`config.mk`:
```
export PLATFORM = sky130hd
export DESIGN_NAME = static_linked_list_manager
export DESIGN_NICKNAME = d
export VERILOG_FILES = /design/src/hdl/sllm_pkg.sv /design/src/hdl/sllm_ram.sv /design/src/hdl/sllm_link_store.sv /design/src/hdl/static_linked_list_manager.sv
export VERILOG_INCLUDE_DIRS = /design/src /design/src/hdl
export SDC_FILE = /design/constraint.sdc
export NUM_CORES = 1
export LEC_CHECK = 0
export ABC_AREA = 1
export BUFFER_PORTS_ARGS = -buffer_cell sky130_fd_sc_hd__buf_2
export CAP_MARGIN = 0
export CORE_MARGIN = 5
export CORE_UTILIZATION = 40
export DETAILED_ROUTE_END_ITERATION = 7
export PLACE_DENSITY = 0.6
export SYNTH_ARGS = -nofsm -noshare
export SYNTH_HDL_FRONTEND = slang
export SYNTH_SLANG_ARGS = --single-unit
```
`constraint.sdc`:
```
create_clock -name clk -period 3.9 [get_ports clk]
set_input_delay 0.78 -clock clk [delete_from_list [all_inputs] [get_ports clk]]
set_output_delay 0.78 -clock clk [all_outputs]
set_load 0.01 [all_outputs]
```
`src/hdl/static_linked_list_manager_assert.svh`:
```
// Assertion macros for the linked list manager RTL.
`ifndef STATIC_LINKED_LIST_MANAGER_ASSERT_SVH
`define STATIC_LINKED_LIST_MANAGER_ASSERT_SVH

// Same-cycle implication, sampled on clk and disabled while rst_n is low.
`define SLLM_ASSERT_SAME(name, ante, cons) \
    name: assert property (@(posedge clk) disable iff (!rst_n) (ante) |-> (cons)) \
        else $error("linked list manager check failed");

// Next-cycle implication, sampled on clk and disabled while rst_n is low.
`define SLLM_ASSERT_NEXT(name, ante, cons) \
    name: assert property (@(posedge clk) disable iff (!rst_n) (ante) |=> (cons)) \
        else $error("linked list manager check failed");

`endif

```
`src/hdl/sllm_pkg.sv`:
```
// Shared constants, types and helpers of the linked list manager.
`default_nettype none

package sllm_pkg;

    localparam int POOL_SIZE   = 32;
    localparam int VALUE_WIDTH = 32;
    localparam int SLOT_W      = $clog2(POOL_SIZE);
    localparam int LINK_W      = $clog2(POOL_SIZE + 1);
    localparam int COUNT_W     = LINK_W;

    localparam int KIND_W     = 2;
    localparam int POS_W      = 6;
    localparam int SIZE_W     = 6;
    localparam int SLOT_OUT_W = 5;
    localparam int LIMIT_W    = 6;

    localparam logic [LINK_W-1:0]  NIL_LINK    = LINK_W'(POOL_SIZE);
    localparam logic [LIMIT_W-1:0] LIMIT_RESET = LIMIT_W'(16);

    typedef enum logic [KIND_W-1:0] {
        KIND_INSERT    = 2'd0,
        KIND_ERASE     = 2'd1,
        KIND_PUSH_BACK = 2'd2,
        KIND_POP_BACK  = 2'd3
    } kind_t;

    typedef struct packed {
        logic              we;
        logic [SLOT_W-1:0] wr_addr;
        logic [LINK_W-1:0] wr_data;
        logic [SLOT_W-1:0] rd_addr;
    } link_req_t;

    // Link held by a slot that was never written: the next slot, the last one wraps to 0.
    function automatic logic [LINK_W-1:0] link_reset_value(input logic [SLOT_W-1:0] idx);
        return (idx == SLOT_W'(POOL_SIZE - 1)) ? '0 : (LINK_W'(idx) + LINK_W'(1));
    endfunction

endpackage

`default_nettype wire

```
`src/hdl/sllm_ram.sv`:
```
// Generic single-write, single-read RAM with registered read data.
`default_nettype none

module sllm_ram #(
    parameter int WIDTH = 8,
    parameter int DEPTH = 16
) (
    input  logic                                   clk,
    input  logic                                   we,
    input  logic [((DEPTH > 1) ? $clog2(DEPTH) : 1)-1:0] wr_addr,
    input  logic [WIDTH-1:0]                       wr_data,
    input  logic [((DEPTH > 1) ? $clog2(DEPTH) : 1)-1:0] rd_addr,
    output logic [WIDTH-1:0]                       rd_data
);

    logic [WIDTH-1:0] mem_reg [DEPTH];
    logic [WIDTH-1:0] rd_data_reg;

    always_ff @(posedge clk)
    begin
        if (we)
        begin
            mem_reg[wr_addr] <= wr_data;
        end
        rd_data_reg <= mem_reg[rd_addr];
    end

    assign rd_data = rd_data_reg;

endmodule

`default_nettype wire

```
`src/hdl/sllm_link_store.sv`:
```
// Link store: link RAM with per-slot valid bits for the reset pattern and write bypass.
`default_nettype none

module sllm_link_store (
    input  logic                       clk,
    input  logic                       rst_n,
    input  sllm_pkg::link_req_t        req,
    output logic [sllm_pkg::LINK_W-1:0] rd_data
);

    import sllm_pkg::*;

    logic [POOL_SIZE-1:0] valid_reg;
    logic [POOL_SIZE-1:0] valid_next;
    logic [SLOT_W-1:0]    addr_q_reg;
    logic                 fwd_reg;
    logic [LINK_W-1:0]    fwd_data_reg;
    logic [LINK_W-1:0]    ram_rd_data;

    sllm_ram #(
        .WIDTH(LINK_W),
        .DEPTH(POOL_SIZE)
    ) u_link_ram (
        .clk    (clk),
        .we     (req.we),
        .wr_addr(req.wr_addr),
        .wr_data(req.wr_data),
        .rd_addr(req.rd_addr),
        .rd_data(ram_rd_data)
    );

    always_comb
    begin
        valid_next = valid_reg;
        if (req.we)
        begin
            valid_next[req.wr_addr] = 1'b1;
        end
    end

    always_ff @(posedge clk or negedge rst_n)
    begin
        if (!rst_n)
        begin
            valid_reg <= '0;
            fwd_reg   <= 1'b0;
        end
        else
        begin
            valid_reg <= valid_next;
            fwd_reg   <= req.we && (req.wr_addr == req.rd_addr);
        end
    end

    always_ff @(posedge clk)
    begin
        addr_q_reg   <= req.rd_addr;
        fwd_data_reg <= req.wr_data;
    end

    // A slot that was never written still holds its reset link.
    assign rd_data = fwd_reg               ? fwd_data_reg :
                     valid_reg[addr_q_reg] ? ram_rd_data  :
                                             link_reset_value(addr_q_reg);

endmodule

`default_nettype wire

```
`src/hdl/static_linked_list_manager.sv`:
```
// Top level of the linked list manager: request sequencer, pool state and result register.
`default_nettype none
`include "static_linked_list_manager_assert.svh"

// One singly linked list of up to 32 nodes with a free chain in the same link memory. A
// positional request walks position-1 links, push back size-1 and pop back size-2. The
// walk is paced by the link memory's single read port, which follows one link per cycle.
// The next word is taken as soon as the result is in the output register, and that
// register holds while out_ready is low. No clearing pass after reset.
module static_linked_list_manager (
    input  logic                                 clk,
    input  logic                                 rst_n,
    input  logic                                 cfg_wr_en,
    input  logic [sllm_pkg::LIMIT_W-1:0]         cfg_wr_data,
    input  logic                                 in_valid,
    output logic                                 in_ready,
    input  logic [sllm_pkg::KIND_W-1:0]          kind,
    input  logic signed [sllm_pkg::VALUE_WIDTH-1:0] value,
    input  logic [sllm_pkg::POS_W-1:0]           position,
    output logic                                 out_valid,
    input  logic                                 out_ready,
    output logic                                 ok,
    output logic [sllm_pkg::SIZE_W-1:0]          list_size,
    output logic [sllm_pkg::SLOT_OUT_W-1:0]      slot
);

    import sllm_pkg::*;

    typedef enum logic [6:0] {
        S_IDLE    = 7'b0000001,
        S_WALK    = 7'b0000010,
        S_READ_A  = 7'b0000100,
        S_READ_B  = 7'b0001000,
        S_WRITE_A = 7'b0010000,
        S_WRITE_B = 7'b0100000,
        S_RESP    = 7'b1000000
    } state_t;

    state_t                  state_reg, state_next;
    kind_t                   kind_reg, kind_next;
    logic [VALUE_WIDTH-1:0]  value_reg, value_next;
    logic [COUNT_W-1:0]      steps_reg, steps_next;
    logic [SLOT_W-1:0]       prev_reg, prev_next;
    logic [SLOT_W-1:0]       s_reg, s_next;
    logic [LINK_W-1:0]       next_reg, next_next;
    logic                    at_head_reg, at_head_next;
    logic                    ok_reg, ok_next;
    logic [LINK_W-1:0]       head_reg, head_next;
    logic [SLOT_W-1:0]       free_head_reg, free_head_next;
    logic [COUNT_W-1:0]      node_count_reg, node_count_next;
    logic [COUNT_W-1:0]      used_count_reg, used_count_next;
    logic [LIMIT_W-1:0]      limit_reg;
    logic                    out_valid_reg, out_valid_next;
    logic                    ok_out_reg, ok_out_next;
    logic [SIZE_W-1:0]       list_size_reg, list_size_next;
    logic [SLOT_OUT_W-1:0]   slot_reg, slot_next;

    link_req_t               link_req;
    logic [LINK_W-1:0]       link_rd;
    logic                    val_we;

    kind_t                   kind_in;
    logic [COUNT_W-1:0]      pos_in;
    logic                    accept;
    logic                    accept_ok;
    logic                    head_case;
    logic [COUNT_W-1:0]      walk_n;
    logic                    pool_free;

    sllm_link_store u_links (
        .clk    (clk),
        .rst_n  (rst_n),
        .req    (link_req),
        .rd_data(link_rd)
    );

    // Node values are kept for the pool but never appear in a result.
    sllm_ram #(
        .WIDTH(VALUE_WIDTH),
        .DEPTH(POOL_SIZE)
    ) u_value_ram (
        .clk    (clk),
        .we     (val_we),
        .wr_addr(s_reg),
        .wr_data(value_reg),
        .rd_addr(s_reg),
        .rd_data()
    );

    assign in_ready = (state_reg == S_IDLE);
    assign accept   = in_valid && in_ready;
    assign kind_in  = kind_t'(kind);
    assign pos_in   = COUNT_W'(position);
    assign pool_free = (used_count_reg < COUNT_W'(POOL_SIZE));

    // Admission check and walk length of the word at the input.
    always_comb
    begin
        accept_ok = 1'b0;
        head_case = 1'b0;
        walk_n    = '0;
        case (kind_in)
            KIND_INSERT:
            begin
                accept_ok = pool_free && (pos_in <= node_count_reg);
                head_case = (pos_in == '0);
                walk_n    = pos_in - COUNT_W'(1);
            end
            KIND_ERASE:
            begin
                accept_ok = (pos_in < node_count_reg);
                head_case = (pos_in == '0);
                walk_n    = pos_in - COUNT_W'(1);
            end
            KIND_PUSH_BACK:
            begin
                accept_ok = pool_free && (COUNT_W'(node_count_reg) < COUNT_W'(limit_reg));
                head_case = (node_count_reg == '0);
                walk_n    = node_count_reg - COUNT_W'(1);
            end
            KIND_POP_BACK:
            begin
                accept_ok = (node_count_reg != '0);
                head_case = (node_count_reg == COUNT_W'(1));
                walk_n    = node_count_reg - COUNT_W'(2);
            end
            default:
            begin
                accept_ok = 1'b0;
            end
        endcase
    end

    always_comb
    begin
        state_next      = state_reg;
        kind_next       = kind_reg;
        value_next      = value_reg;
        steps_next      = steps_reg;
        prev_next       = prev_reg;
        s_next          = s_reg;
        next_next       = next_reg;
        at_head_next    = at_head_reg;
        ok_next         = ok_reg;
        head_next       = head_reg;
        free_head_next  = free_head_reg;
        node_count_next = node_count_reg;
        used_count_next = used_count_reg;
        out_valid_next  = out_valid_reg && !out_ready;
        ok_out_next     = ok_out_reg;
        list_size_next  = list_size_reg;
        slot_next       = slot_reg;
        link_req        = '0;
        val_we          = 1'b0;

        case (state_reg)
            S_IDLE:
            begin
                if (accept)
                begin
                    kind_next  = kind_in;
                    value_next = value;
                    ok_next    = accept_ok;
                    if (!accept_ok)
                    begin
                        state_next = S_RESP;
                    end
                    else
                    begin
                        at_head_next = head_case;
                        s_next = (kind_in inside {KIND_INSERT, KIND_PUSH_BACK}) ?
                                 free_head_reg : head_reg[SLOT_W-1:0];
                        if (head_case)
                        begin
                            state_next = (kind_in == KIND_POP_BACK) ? S_WRITE_B : S_READ_B;
                        end
                        else if (walk_n == '0)
                        begin
                            prev_next  = head_reg[SLOT_W-1:0];
                            state_next = (kind_in == KIND_PUSH_BACK) ? S_READ_B : S_READ_A;
                        end
                        else
                        begin
                            link_req.rd_addr = head_reg[SLOT_W-1:0];
                            steps_next       = walk_n;
                            state_next       = S_WALK;
                        end
                    end
                end
            end

            // One link followed per cycle; the last one read is the predecessor.
            S_WALK:
            begin
                if (steps_reg == COUNT_W'(1))
                begin
                    prev_next  = link_rd[SLOT_W-1:0];
                    state_next = (kind_reg == KIND_PUSH_BACK) ? S_READ_B : S_READ_A;
                end
                else
                begin
                    link_req.rd_addr = link_rd[SLOT_W-1:0];
                    steps_next       = steps_reg - COUNT_W'(1);
                end
            end

            S_READ_A:
            begin
                link_req.rd_addr = prev_reg;
                state_next       = S_READ_B;
            end

            S_READ_B:
            begin
                link_req.rd_addr = s_reg;
                if (!at_head_reg && (kind_reg == KIND_INSERT))
                begin
                    next_next = link_rd;
                end
                if (!at_head_reg && (kind_reg inside {KIND_ERASE, KIND_POP_BACK}))
                begin
                    s_next           = link_rd[SLOT_W-1:0];
                    link_req.rd_addr = link_rd[SLOT_W-1:0];
                end
                state_next = S_WRITE_A;
            end

            S_WRITE_A:
            begin
                case (kind_reg)
                    KIND_INSERT, KIND_PUSH_BACK:
                    begin
                        free_head_next   = link_rd[SLOT_W-1:0];
                        val_we           = 1'b1;
                        link_req.we      = 1'b1;
                        link_req.wr_addr = s_reg;
                        if (kind_reg == KIND_PUSH_BACK)
                        begin
                            link_req.wr_data = NIL_LINK;
                        end
                        else
                        begin
                            link_req.wr_data = at_head_reg ? head_reg : next_reg;
                        end
                        if (at_head_reg)
                        begin
                            head_next = LINK_W'(s_reg);
                        end
                    end
                    KIND_ERASE:
                    begin
                        if (at_head_reg)
                        begin
                            head_next = link_rd;
                        end
                        else
                        begin
                            link_req.we      = 1'b1;
                            link_req.wr_addr = prev_reg;
                            link_req.wr_data = link_rd;
                        end
                    end
                    KIND_POP_BACK:
                    begin
                        link_req.we      = 1'b1;
                        link_req.wr_addr = prev_reg;
                        link_req.wr_data = NIL_LINK;
                    end
                    default:
                    begin
                        link_req.we = 1'b0;
                    end
                endcase
                state_next = S_WRITE_B;
            end

            S_WRITE_B:
            begin
                if (kind_reg inside {KIND_INSERT, KIND_PUSH_BACK})
                begin
                    if (!at_head_reg)
                    begin
                        link_req.we      = 1'b1;
                        link_req.wr_addr = prev_reg;
                        link_req.wr_data = LINK_W'(s_reg);
                    end
                    node_count_next = node_count_reg + COUNT_W'(1);
                    used_count_next = used_count_reg + COUNT_W'(1);
                end
                else
                begin
                    // The freed slot goes back on top of the free chain.
                    link_req.we      = 1'b1;
                    link_req.wr_addr = s_reg;
                    link_req.wr_data = LINK_W'(free_head_reg);
                    free_head_next   = s_reg;
                    node_count_next  = node_count_reg - COUNT_W'(1);
                    used_count_next  = used_count_reg - COUNT_W'(1);
                    if (node_count_reg == COUNT_W'(1))
                    begin
                        head_next = NIL_LINK;
                    end
                end
                state_next = S_RESP;
            end

            S_RESP:
            begin
                if (!out_valid_reg || out_ready)
                begin
                    out_valid_next = 1'b1;
                    ok_out_next    = ok_reg;
                    list_size_next = SIZE_W'(node_count_reg);
                    slot_next      = ok_reg ? SLOT_OUT_W'(s_reg) : '0;
                    state_next     = S_IDLE;
                end
            end

            default:
            begin
                state_next = S_IDLE;
            end
        endcase
    end

    always_ff @(posedge clk or negedge rst_n)
    begin
        if (!rst_n)
        begin
            state_reg      <= S_IDLE;
            head_reg       <= NIL_LINK;
            free_head_reg  <= '0;
            node_count_reg <= '0;
            used_count_reg <= '0;
            limit_reg      <= LIMIT_RESET;
            out_valid_reg  <= 1'b0;
        end
        else
        begin
            state_reg      <= state_next;
            head_reg       <= head_next;
            free_head_reg  <= free_head_next;
            node_count_reg <= node_count_next;
            used_count_reg <= used_count_next;
            out_valid_reg  <= out_valid_next;
            if (cfg_wr_en)
            begin
                limit_reg <= cfg_wr_data;
            end
        end
    end

    always_ff @(posedge clk)
    begin
        kind_reg      <= kind_next;
        value_reg     <= value_next;
        steps_reg     <= steps_next;
        prev_reg      <= prev_next;
        s_reg         <= s_next;
        next_reg      <= next_next;
        at_head_reg   <= at_head_next;
        ok_reg        <= ok_next;
        ok_out_reg    <= ok_out_next;
        list_size_reg <= list_size_next;
        slot_reg      <= slot_next;
    end

    assign out_valid = out_valid_reg;
    assign ok        = ok_out_reg;
    assign list_size = list_size_reg;
    assign slot      = slot_reg;

    `SLLM_ASSERT_NEXT(a_busy_after_accept, accept, !in_ready)
    `SLLM_ASSERT_SAME(a_counts_agree, 1'b1, used_count_reg == node_count_reg)
    `SLLM_ASSERT_SAME(a_empty_head_null, state_reg == S_IDLE,
        (head_reg == NIL_LINK) == (node_count_reg == '0))
    `SLLM_ASSERT_NEXT(a_refused_keeps_state, accept && !accept_ok,
        $stable(node_count_reg) && $stable(free_head_reg) && $stable(head_reg))

endmodule

`default_nettype wire

```
* Yosys cells after proc, flatten, opt, wreduce, memory -nomap -nowiden
Memories as Yosys holds them, arrays and structs flattened. A register that Yosys moved wholly into a read port is not among the register bits.
Cells that the tools add are included.
** Operators by class
- Add/subtract/negate cells :: 8
- Order comparisons :: 7
- Equal/unequal tests :: 31
- Mux-type cells :: 65
- Bitwise logic cells :: 1
- Reductions and logical operators :: 36
** Operator list (number)
- $mux 6 :: 18
- $mux 5 :: 16
- $pmux 7 s7 :: 1
- $mux 12 :: 3
- $pmux 12 s3 :: 1
- $pmux 6 s2 :: 3
- $or 32x32->32 :: 1
- $pmux 5 s2 :: 3
- $mux 7 :: 4
- $pmux 12 s2 :: 1
- $sub 6x1->6 const B :: 4
- $pmux 5 s4 :: 1
- $logic_not 6->1 :: 3
- $pmux 6 s3 :: 1
- $reduce_and 6->1 :: 3
- $ne 2x2->1 const B :: 7
- $add 6x1->6 const B :: 2
- $eq 6x1->1 const B :: 2
- $lt 5x6->1 const B :: 2
- $lt 6x6->1 :: 2
- $mux 4 :: 3
- $reduce_and 3->1 :: 4
- $reduce_bool 2->1 :: 6
- $eq 2x2->1 const B :: 4
- 30 further kinds :: 53
** Storage, ports and cells
- Bits in registers :: 119
- RAM bits :: 192
- Output and inout bits :: 14
- Memories kept :: 1
** Memories
- u_links.u_link_ram.mem_reg :: depth 32, width 6, read ports 1, clocked after memory_dff 1, write ports 1, line sllm_ram.sv:16 : logic [WIDTH-1:0] mem_reg [DEPTH];

* Longest topological paths before layout
Gate-level depths: netlist of run 1.
- Depth in word-level cells :: 12
- Depth in mapped cells :: 25
- Gate-level depth less buffers :: 23

* Modules after synthesis
From an unflattened synthesis of run 1, not the netlist that was laid out.
** Unflattened totals
- Cells, all modules :: 1612
- Area total of the unflattened synthesis :: 15250.9 sq um
** Modules (own cells, without submodules)
- sllm_ram :: instances 1, cells an instance 704, area each 8077.7 sq um, seq. area each 5885.6 sq um
- static_linked_list_manager :: instances 1, cells an instance 657, area each 5099.9 sq um, seq. area each 2070.7 sq um
- sllm_link_store :: instances 1, cells an instance 251, area each 2073.2 sq um, seq. area each 1046.0 sq um

* Worst setup path after synthesis of run 1
Ideal clock, no wire load.
- Path kind :: register to register
- From :: register u_links.addr_q_reg[0]
- To :: memory u_links.u_link_ram.mem_reg[0][0] in the netlist's numbering (data pin)
- Arrival :: 2.856 ns
- Setup slack :: 0.570 ns
- Cell stages (with the launch flop) :: 14
- Path buffers :: 1
- Period minus slack after synthesis :: 3.330 ns
- Cell sequence :: dfxtp_1 -> inv_2 -> buf_2 -> nand2_1 -> nand3_1 -> nand3_1 -> nand3_1 -> nand3_2 -> nand2_2 -> nand2_1 -> nand3_1 -> nand2_2 -> inv_1 -> o31ai_1
** RTL lines
- from (decl) :: line sllm_link_store.sv:15 : logic [SLOT_W-1:0] addr_q_reg;
- from (signal assigned) :: line sllm_link_store.sv:57 : addr_q_reg <= req.rd_addr;
- to (decl) :: line sllm_ram.sv:16

* Worst setup path after layout of run 1
- From :: register node_count_reg[4]
- To :: register u_links.u_link_ram.rd_data_reg[3] (netlist: u_links.u_link_ram.rd_data[3]), read port of u_links.u_link_ram.mem_reg
** Between the ends
- Longest elaborated chain between the ends :: 8
** RTL lines
- from (decl) :: line static_linked_list_manager.sv:50 : logic [COUNT_W-1:0] node_count_reg, node_count_next;
- from (signal assigned) :: line static_linked_list_manager.sv:343 : node_count_reg <= node_count_next;
- $sub 6x2->6 / $sub 6x1->6 (equally long branches) :: line static_linked_list_manager.sv:125, static_linked_list_manager.sv:119
- $pmux 6 s3 :: line static_linked_list_manager.sv:102 : case (kind_in)
- $logic_not 6->1 :: line static_linked_list_manager.sv:177 : else if (walk_n == '0)
- $mux 5 :: line static_linked_list_manager.sv:177
- $mux 5 :: line static_linked_list_manager.sv:173 : if (head_case)
- $mux 5 (*) :: line static_linked_list_manager.sv:164 : if (!accept_ok)
- $mux 5 (*) :: line static_linked_list_manager.sv:159 : if (accept)
- $pmux 5 s4 (*) :: line static_linked_list_manager.sv:156 : case (state_reg)
- to (decl) :: line sllm_ram.sv:17 : logic [WIDTH-1:0] rd_data_reg;
Every way passes the cells marked *; elsewhere a longest branch is shown, timed or not.
A chain may end at the register's enable or synchronous reset.

==> out/qor.yml, run 1 <==
clock_network:
  ctsResizeCount: 0
  cts_max_level: 1
  cts_tree: "built"
  root_buffer: "clkbuf_16"
  clk_latency_ns: 0.58
  clk_pin_slew_ns: 0.07
  ctsHoldBuffers: 0
  cts_buffers: 29
  clock_path_buffers: 3
  cts_num_sinks: 281
  postCtsSetupBuffers: 0
finish:
  syn_to_final_growth_pct: 14.4
  drive_above_1_share: 0.109
  final_area_um2: 16200
  antennaDiodeCount: 0
  largest_reg_flops: 160
  nets: 1687
synth:
  ys_seq_elements: 281
  yosys_warnings: 0
  synthesis.nets: 1634
  synthAdderAreaFrac: 0.0253
  synth_top_family_by_area: "simple AND/OR/NAND/NOR gates"
  ys_seq_area_frac: 0.561
  syn_inst: 1555
  syn_area_um2: 14200
  postSynthAreaPerCell_um2: 9.10
  synth.distinct_cells: 54
  synth_xor_area_frac: 0.00804
  synth-simple-area-share: 0.246
  synth-compound-area-share: 0.0694
  synthMuxAreaShare: 0.00159
setup_path:
  startpoint_type: "flop"
  cp_max_fo: 13
  setup.worst_path.end_class: "flop"
  reg2regPathDepth: 22
  reg2reg_from: "node_count_reg[4]"
  r2r_slack_ns: 0.42
  rr_endpoint: "u_links.u_link_ram.rd_data[3]"
  crit_type: "flop to flop"
  cp.arrival_ns: 3.95
  crit_required_ns: 4.37
placed_design:
  hpwlAfterDp_mm: 24.2
  gp_congestion: 0.911
  io_buffer_count: 32
  postPlaceCellArea_um2: 15100
pwr:
  total_power_mw: 9.77
  irDropWorstVdd_mv: 0.270
  leakagePower_nw: 7.02
  power.density_nw_per_um2: 603
routing:
  met1_length_mm: 16.5
  post-route-drc-count: 0
  first_pass_iters: 5
  wl_mm: 35.8
  met3_length_mm: 2.12
  wl_per_cell_um: 17.1
  drt_iter0_drc: 821
  highest_layer: "met4"
  viasPerCell: 5.11
  num_vias: 10700
  ant_nets: 0
  wl_met2_mm: 16.5
floorplan:
  start_util: 0.402
  core_um2: 35200
  num_io_pins: 65
  dieArea_um2: 39300
  die_h_um: 198
  placementRows: 69
  fp.dieW_um: 198
timing:
  fin_hold_ws_ns: 0.335
  finalCritPeriodShare: 0.892
  max_slew.worst_pin.slew_ns: 0.963
  period_needed_ns: 3.48
  hold_violations: 0
  report.final.slew_viol_count: 0
  relSlewSlack: 0.358
  fin_tns_setup_ns: 0
  setup_violations: 0
  fmax_ghz: 0.288
  skew_ns: 0.0223
  rsz0062_at_grt: "no"
global_routing:
  grt-ovfl-total: 0
  grt_usage: 0.184
  grt_max_degree: 82
  grt_pass1_wl_mm: 57.5
  antenna_found_initial: 1
  first_global_vias: 10500
run_status:
  status: "complete, no violations"
worst_hold_path:
  hold_path_class: "input pin to asynchronous set/reset pin"
run:
  max-cap-violations: 0
==> routing by layer <==
metal  up-vias  track usage
met5         -            0
met4         0       0.0446
met3        50       0.0237
met2       270        0.296
met1      5077        0.267
li1       5289            -
==> through the flow <==
| stage | setup WS (ns) | util | std cells |
|---|---|---|---|
| floorplan | 0.570 | - | 1555 |
| global placement | 0.303 | 0.428 | 2038 |
| detailed placement | 0.277 | 0.428 | 2038 |
| CTS | 0.421 | 0.460 | 2092 |
| global route | 0.161 | 0.460 | 2092 |
| finish | 0.423 | 0.460 | 2092 |
==> synthesized netlist by cell type, drive strengths merged <==
library cell | instances | area (µm²)
a31oi | 4 | 25.0
mux2 | 2 | 22.5
nand4 | 8 | 50.1
nand2 | 314 | 1190
dfrtp | 67 | 1680
o32ai | 1 | 8.76
dfstp | 2 | 52.6
o21bai | 2 | 15.0
ha | 27 | 338
o31ai | 2 | 15.0
nor4 | 4 | 67.6
a22o | 1 | 8.76
a32oi | 1 | 8.76
fa | 1 | 20.0
o21ai | 95 | 479
a22oi | 2 | 15.0
dfxtp | 15 | 300
o221ai | 6 | 52.6
nand3b | 48 | 360
o211ai | 3 | 22.5
xor2 | 9 | 78.8
or2 | 9 | 56.3
buf | 41 | 249
o21a | 2 | 15.0
a21boi | 1 | 7.51
nor2 | 119 | 484
clkinv | 1 | 3.75
nand3 | 244 | 1240
inv | 249 | 935
edfxtp | 197 | 5920
xnor2 | 4 | 35.0
a2111oi | 1 | 8.76
a221oi | 1 | 8.76
clkbuf | 17 | 63.8
a211oi | 4 | 30.0
a21oi | 36 | 199
nor3 | 5 | 30.0
o22ai | 10 | 62.6
==> placed cells by master (no fill, tap or decap), drive strengths merged, types with 2 or more instances in the layout <==
cell type  synthesis  layout
a211oi             4       4
a21oi             36      36
a22oi              2       2
a31oi              4       4
buf               41      80
bufinv             0       6
clkbuf            17      38
clkinv             1       7
dfrtp             67      67
dfstp              2       2
dfxtp             15      15
edfxtp           197     197
ha                27      27
inv              249     252
mux2               2       2
nand2            314     314
nand3            244     244
nand3b            48      48
nand4              8       8
nor2             119     119
nor3               5       5
nor4               4       4
o211ai             3       3
o21a               2       2
o21ai             95      95
o21bai             2       2
o221ai             6       6
o22ai             10      10
o31ai              2       2
or2                9       9
xnor2              4       4
xor2               9       9
==> worst max path at each step <==
stage	startpoint	to	slack [ns]	depth (start not counted)
floorplan	u_links.addr_q_reg[0]	u_links.u_link_ram.mem_reg[0][0]	0.57	13
global placement	position[4]	u_links.u_link_ram.rd_data[3]	0.30	22
detailed placement	position[3]	u_links.u_link_ram.rd_data[3]	0.28	22
CTS	node_count_reg[4]	u_links.u_link_ram.rd_data[3]	0.42	22
global route	node_count_reg[4]	u_links.u_link_ram.rd_data[1]	0.16	22
finish	node_count_reg[4]	u_links.u_link_ram.rd_data[3]	0.42	22
==> worst max-delay path, cell delays in order, from the launching register on <==
cell and delay, ns:
dfrtp_1 0.53, inv_1 0.19, ha_1 0.34, nand2_1 0.06, nor2_1 0.13, nand2_1 0.07, nand3_1 0.11, nand2_1 0.06
nand2_1 0.07, nand2_1 0.07, nand4_1 0.13, inv_1 0.07, nand3_1 0.09, nand2_1 0.14, a21oi_4 0.39, buf_4 0.28
nand3_1 0.09, nand3_1 0.11, nand3_1 0.12, nand3_1 0.13, nand2_1 0.09, nand2_1 0.07, nand2_1 0.05
==> where the power goes <==
| group | switching, mW | internal [mW] | total, mW |
|---|---|---|---|
| registers | 0.193 | 3.51 | 3.70 |
| logic | 1.96 | 0.964 | 2.92 |
| clock network | 1.20 | 1.95 | 3.14 |
| total | 3.35 | 6.42 | 9.77 |
==> layout make-up <==
type / count / area (µm²)
Fill cell: 3392 / 19000
Sequential cell: 281 / 7950
Multi-Input combinational cell: 966 / 4990
Inverter: 250 / 938
Clock buffer: 38 / 853
Timing Repair Buffer: 80 / 636
Tap cell: 461 / 577
Clock inverter: 16 / 250
==> cell families (layout without fill, tap and decap cells) <==
kind of cell | count (synthesis) | count (layout)
AOI/OAI and AO/OA | 172 | 172
xor gates and xnor gates | 13 | 13
adders and majority gates | 28 | 28
buffers and inverters | 308 | 384
DFF | 281 | 281
muxes | 2 | 2
and+or+nand+nor | 751 | 751
Note: power is estimated with default switching activity, not from simulation.
==> inputs of run 2 (changes only) <==
Settings changed: SYNTH_HIERARCHICAL from default to 1.
==> run 2 against run 1 <==
  * Clock power fell by 11%
  * Clock skew down 0.012 ns
  * Sequential power decreased by 14%
  * Sequential share of layout area is 0.94 points higher
  * Cell area fell by 1.9%
  * Synthesized cell count decreased by 4.0%
  * Register-to-register slack got worse by 0.08 ns
  * Die area decreased by 2.1%
  * Maximum frequency is 2.4% lower
  * Worst hold slack lost 0.059 ns
  * Total power down 38%
  * Utilization is 0.25 points higher
==> out/qor.yml, run 2 <==
run_status:
  status: "complete, no violations"
placed_design:
  io_buffer_count: 32  # unchanged
  dp.cells: 2001  # -1.8%
  gp_congestion: 0.897  # -1.6%
  hpwlAfterDp_mm: 23.3  # -3.7%
  postPlaceCellArea_um2: 14900  # -1.2%
worst_hold_path:
  hold_path_class: "input pin to asynchronous set/reset pin"
timing:
  max_slew.worst_pin.slew_ns: 0.936  # -0.0273 ns
  hold_violations: 0  # unchanged
  setup_violations: 0  # unchanged
  rsz0062_at_grt: "no"
  fmax_ghz: 0.281  # -2.4%
  report.final.slew_viol_count: 0  # unchanged
  finalCritPeriodShare: 0.913  # +0.0216
  skew_ns: 0.0102  # -0.0122 ns
  fin_tns_setup_ns: 0  # unchanged
  period_needed_ns: 3.56  # +0.0841 ns
  relSlewSlack: 0.376  # +0.0182
global_routing:
  grt_pass1_wl_mm: 55.4  # -3.7%
  first_global_vias: 10500  # +0.78%
  grt_usage: 0.178  # -0.00611
  grt-ovfl-total: 0  # unchanged
  grt_max_degree: 56  # -32%
  antenna_found_initial: 0  # -1
setup_path:
  reg2regPathDepth: 21  # -4.5%
  crit_required_ns: 4.40  # +0.03 ns
  cp.arrival_ns: 4.06  # +0.11 ns
  setup.worst_path.end_class: "flop"
  startpoint_type: "flop"
  cp_max_fo: 32  # +19
  crit_type: "flop to flop"
pwr:
  p_sw_frac: 0.208  # -0.135
  leakagePower_nw: 6.46  # -8.0%
  total_power_mw: 6.07  # -38%
  comb_power_share: 0.017  # -0.282
  pwr-share-seq: 0.523  # +0.144
  irDropWorstVdd_mv: 0.328  # +21%
  power.density_nw_per_um2: 382  # -37%
  p_sw_mw: 1.26  # -62%
  power_frac_clock: 0.460  # +0.138
  internal-power_mw: 4.80  # -25%
clock_network:
  ctsResizeCount: 0  # unchanged
  cts_tree: "built"
  clock_path_buffers: 3  # unchanged
  clk_latency_ns: 0.56  # -0.02 ns
  cts_max_level: 1  # unchanged
  ctsHoldBuffers: 0  # unchanged
  postCtsSetupBuffers: 0  # unchanged
  cts_num_sinks: 281  # unchanged
  cts_buffers: 31  # +6.9%
  root_buffer: "clkbuf_16"
  clk_pin_slew_ns: 0.06  # about the same
floorplan:
  num_io_pins: 65  # unchanged
  core_um2: 34400  # -2.4%
  dieArea_um2: 38400  # -2.1%
  die_h_um: 196  # -1.1%
  placementRows: 68  # -1.4%
  start_util: 0.403  # +0.000738
  fp.dieW_um: 196  # -1.1%
run:
  max-cap-violations: 0  # unchanged
routing:
  post-route-drc-count: 0  # unchanged
  first_pass_iters: 5  # unchanged
  viasPerCell: 5.13  # +0.47%
  num_vias: 10600  # -1.1%
  wl_mm: 34.5  # -3.5%
  ant_nets: 0  # unchanged
  wl_per_cell_um: 16.8  # -2.0%
  drt_iter0_drc: 750  # -8.6%
synth:
  syn_inst: 1493  # -4.0%
  postSynthAreaPerCell_um2: 9.27  # +1.8%
  synthesis.nets: 1573  # -3.7%
  yosys_warnings: 6  # +6
  syn_area_um2: 13800  # -2.2%
finish:
  layout_commonest_cell: "nand2_1"
  fillCellCount: 3373  # -0.56%
  final_area_um2: 15900  # -1.9%
  layout.cells.non_filler: 2059  # -1.6%
  multiInputGateArea_um2: 5000  # +0.15%
  drive_above_1_share: 0.133  # +0.0243
  fin_util: 0.462  # +0.00253
  seqCellArea_um2: 7950  # unchanged
  layout_common_cells: "nand2_1, nand3_1, edfxtp_1"
  syn_to_final_growth_pct: 14.8
  antennaDiodeCount: 0  # unchanged
  nets: 1659  # -1.7%
  largest_reg_flops: 160  # unchanged
==> run 2: layout make-up <==
type	count	share of cell area
clock buffers	37	0.0503
multi-input cells	995	0.315
well taps	455	0.0358
repair buffers	112	0.0504
inverters	158	0.0377
clock inverters	21	0.0110
flip-flops and latches	281	0.500
==> run 2: path summary, 6_finish.rpt <==
kind                            slack [ns]                 start                       endpoint
worst max-delay path                  0.34     node_count_reg[5]  u_links/u_link_ram/rd_data[0]
worst min-delay path                  0.28                 rst_n              node_count_reg[2]
worst max register to register        0.34     node_count_reg[5]  u_links/u_link_ram/rd_data[0]
worst min register to register        0.46  u_links/valid_reg[6]           u_links/valid_reg[6]
max in group asynchronous             2.86                 rst_n           u_links/valid_reg[1]
min in group clk                      0.43        cfg_wr_data[2]                   limit_reg[2]
==> run 2: power by group through the flow <==
stage / clock (mW) / combinational (mW) / sequential [mW]
after detailed placement: 0 / 0.107 / 3.23
final: 2.79 / 0.105 / 3.17
after global placement: 0 / 0.106 / 3.23
after global routing: 2.98 / 0.123 / 3.17
after floorplan: 0 / 0.0596 / 3.23
after CTS: 2.86 / 0.108 / 3.17
==> run 2: metrics by stage <==
step           setup WS [ns]  hold slack, ns
5_1_grt               0.0420           0.370
4_1_cts                0.334           0.331
3_5_place_dp           0.105           0.446
6_report               0.338           0.276
2_1_floorplan          0.845           0.427
3_3_place_gp           0.135           0.440
==> run 2: worst max-delay path, stage by stage (launching register included) <==
cell and delay (ns):
dfrtp_1 0.53, inv_1 0.14, ha_1 0.32, nand2_1 0.06, nor2_1 0.13, nand3_1 0.08
nand2_1 0.06, inv_1 0.03, nand2_1 0.11, nand3_2 0.15, nor3_4 0.30, nand2_1 0.15
o21ai_4 0.36, buf_4 0.40, nand2_1 0.10, nand3_1 0.10, nand3_1 0.10, nand2_1 0.10
nand2_1 0.05, nand2_1 0.06, nand2_1 0.05, nand2_1 0.08
==> run 2: routing by layer <==
layer	wire, µm	part of all wire	GRT usage
met5	0	0	0
met4	839	0.024	0.0525
met3	1610	0.047	0.0220
met2	16300	0.47	0.300
met1	15800	0.46	0.243
==> inputs of run 3 (changes only) <==
Settings changed: ABC_AREA 1 to 0.
==> run 3 against run 2 <==
  * The run now ends with negative setup slack left
  * Die area is 5.1% lower
  * Critical path depth is 6 lower
  * Worst setup slack got worse by 0.62 ns
  * Sequential cell count is the same
  * Combinational power rose to 12 times the previous value
  * Total power up 25%
  * Maximum frequency shrank 15%
  * Clock-buffer cell count increased by 10
  * Largest cell class unchanged
  * Highest routed layer unchanged
==> out/qor.yml, run 3 <==
run_status:
  status: "finished with violations"
  violations: "negative setup slack"
setup_path:
  cp_max_fo: 7  # -78%
  startpoint_type: "flop"
  crit_type: "flop to flop"
  reg2regPathDepth: 15  # -29%
  crit_cells: 15  # -29%
  path_delay_family: "multiplexers"
  cp.arrival_ns: 4.64  # +0.58 ns
  cp_slowest_cell: "mux4_2"
  setup.worst_path.end_class: "flop"
  max_stage_delay_ns: 0.53  # about the same
  crit_required_ns: 4.36  # -0.04 ns
  crit_buf_inv: 4  # +1
  crit_chain: "mux4_2, mux2_4, nand3_2, and4_4, mux2i_2, o21ai_2, buf_4, a222oi_1, buf_4, o21ai_4, buf_12, buf_12, mux4_2, mux4_2, mux2_4"
  crit_top_cell: "mux4_2"
routing:
  viasPerCell: 5.41  # +5.5%
  num_vias: 8317  # -21%
  post-route-drc-count: 0  # unchanged
  wl_mm: 30.2  # -12%
  ant_nets: 0  # unchanged
  wl_per_cell_um: 19.7  # +17%
  drt_iter0_drc: 657  # -12%
  first_pass_iters: 5  # unchanged
timing:
  hold_violations: 0  # unchanged
  fmax_ghz: 0.239  # -15%
  final.setup.worst_slack_ns: -0.282  # -0.621 ns
  finalCritPeriodShare: 1.07  # +0.159
  skew_ns: 0.0302  # +0.0200 ns
  relSlewSlack: 0.264  # -0.112
  period_needed_ns: 4.18  # +0.621 ns
  setup_violations: 5  # +5
  rsz0062_at_grt: "yes"
  fin_tns_setup_ns: -1.37  # -1.37 ns
  report.final.slew_viol_count: 0  # unchanged
  max_slew.worst_pin.slew_ns: 1.10  # +0.168 ns
finish:
  final_area_um2: 15600  # -1.5%
  fin_util: 0.482  # +0.0199
  fillCellCount: 2817  # -16%
  layout_common_cells: "edfxtp_1, buf_4, dfrtp_1"
  syn_to_final_growth_pct: 19.5
  drive_above_1_share: 0.255  # +0.122
  antennaDiodeCount: 0  # unchanged
  nets: 1150  # -31%
  layout.cells.non_filler: 1536  # -25%
  layout_commonest_cell: "edfxtp_1"
  largest_reg_flops: 160  # unchanged
clock_network:
  clock_path_buffers: 3  # unchanged
  clk_pin_slew_ns: 0.06  # about the same
  clk_latency_ns: 0.57  # about the same
  root_buffer: "clkbuf_16"
  cts_max_level: 1  # unchanged
  cts_buffers: 30  # -3.2%
  cts_tree: "built"
  cts_num_sinks: 281  # unchanged
floorplan:
  die_h_um: 191  # -2.6%
  core_um2: 32500  # -5.6%
  dieArea_um2: 36500  # -5.1%
  placementRows: 66  # -2.9%
  fp.dieW_um: 191  # -2.6%
  num_io_pins: 65  # unchanged
  start_util: 0.403  # +0.000834
placed_design:
  pre_cts_ws_ns: -0.422  # -0.527 ns
  dp.cells: 1474  # -26%
  io_buffer_count: 32  # unchanged
  postPlaceCellArea_um2: 14500  # -2.5%
  hpwlAfterDp_mm: 20.7  # -11%
  gp_congestion: 0.905  # +0.87%
pwr:
  irDropWorstVdd_mv: 0.397  # +21%
  leakagePower_nw: 5.73  # -11%
  power.density_nw_per_um2: 487  # +27%
global_routing:
  grt_pass1_wl_mm: 47.8  # -14%
  grt_usage: 0.167  # -0.0112
  grt-ovfl-total: 0  # unchanged
  antenna_found_initial: 0  # unchanged
  grt_max_degree: 70  # +25%
  first_global_vias: 8329  # -21%
synth:
  synthesis.nets: 1023  # -35%
  postSynthAreaPerCell_um2: 13.9  # +50%
  yosys_warnings: 6  # unchanged
  syn_area_um2: 13100  # -5.4%
  syn_inst: 943  # -37%
worst_hold_path:
  hold_path_class: "input pin to asynchronous set/reset pin"
run:
  max-cap-violations: 0  # unchanged
run 3: area by class of cell:
cell class / instances / area [µm²] / area share
Inverter: 27 / 101 / 0.00648
Tap cell: 442 / 553 / 0.0353
Sequential cell: 281 / 7950 / 0.508
Clock buffer: 47 / 896 / 0.0573
Clock inverter: 9 / 130 / 0.00832
Multi-Input combinational cell: 587 / 4890 / 0.313
Timing Repair Buffer: 143 / 1120 / 0.0717
run 3: per-stage QoR:
step	total power [mW]	hold slack, ns
floorplan	4.25	0.420
global placement	4.75	0.437
detailed placement	4.76	0.442
CTS	7.68	0.371
global route	7.94	0.429
finish	7.61	0.352
run 3: path summary, 6_finish.rpt:
path                                            start                       endpoint  slack (ns)
worst min register to register   u_links/valid_reg[1]           u_links/valid_reg[1]        0.45
min in group clk                       cfg_wr_data[5]                   limit_reg[5]        0.45
max in group asynchronous                       rst_n                   limit_reg[2]        2.93
worst max-delay path            u_links/addr_q_reg[0]  u_links/u_link_ram/rd_data[1]       -0.28
worst max register to register  u_links/addr_q_reg[0]  u_links/u_link_ram/rd_data[1]       -0.28
worst min-delay path                            rst_n              node_count_reg[1]        0.35
run 3: timing repair:
| action | CTS | global route |
|---|---|---|
| hold buffers | 0 | 0 |
| gates resized for setup | 8 | 3 |
| buffers inserted | 3 | 3 |
| pin swaps | 3 | 2 |
| endpoints found under the setup margin | 5 | 6 |
run 3: metal layers:
| metal | GRT usage | part of all wire | vias up |
|---|---|---|---|
| met4 | 0.0483 | 0.027 | 0 |
| met3 | 0.0267 | 0.056 | 64 |
| met5 | 0 | 0 | - |
| li1 | - | - | 3876 |
| met2 | 0.268 | 0.47 | 241 |
| met1 | 0.237 | 0.45 | 4136 |
run 3: power breakdown:
part           internal (mW)  leakage, nW  switching [mW]
registers               3.33         2.63           0.120
logic                  0.611         2.60           0.677
clock network           1.72        0.498            1.16
total                   5.66         5.73            1.96
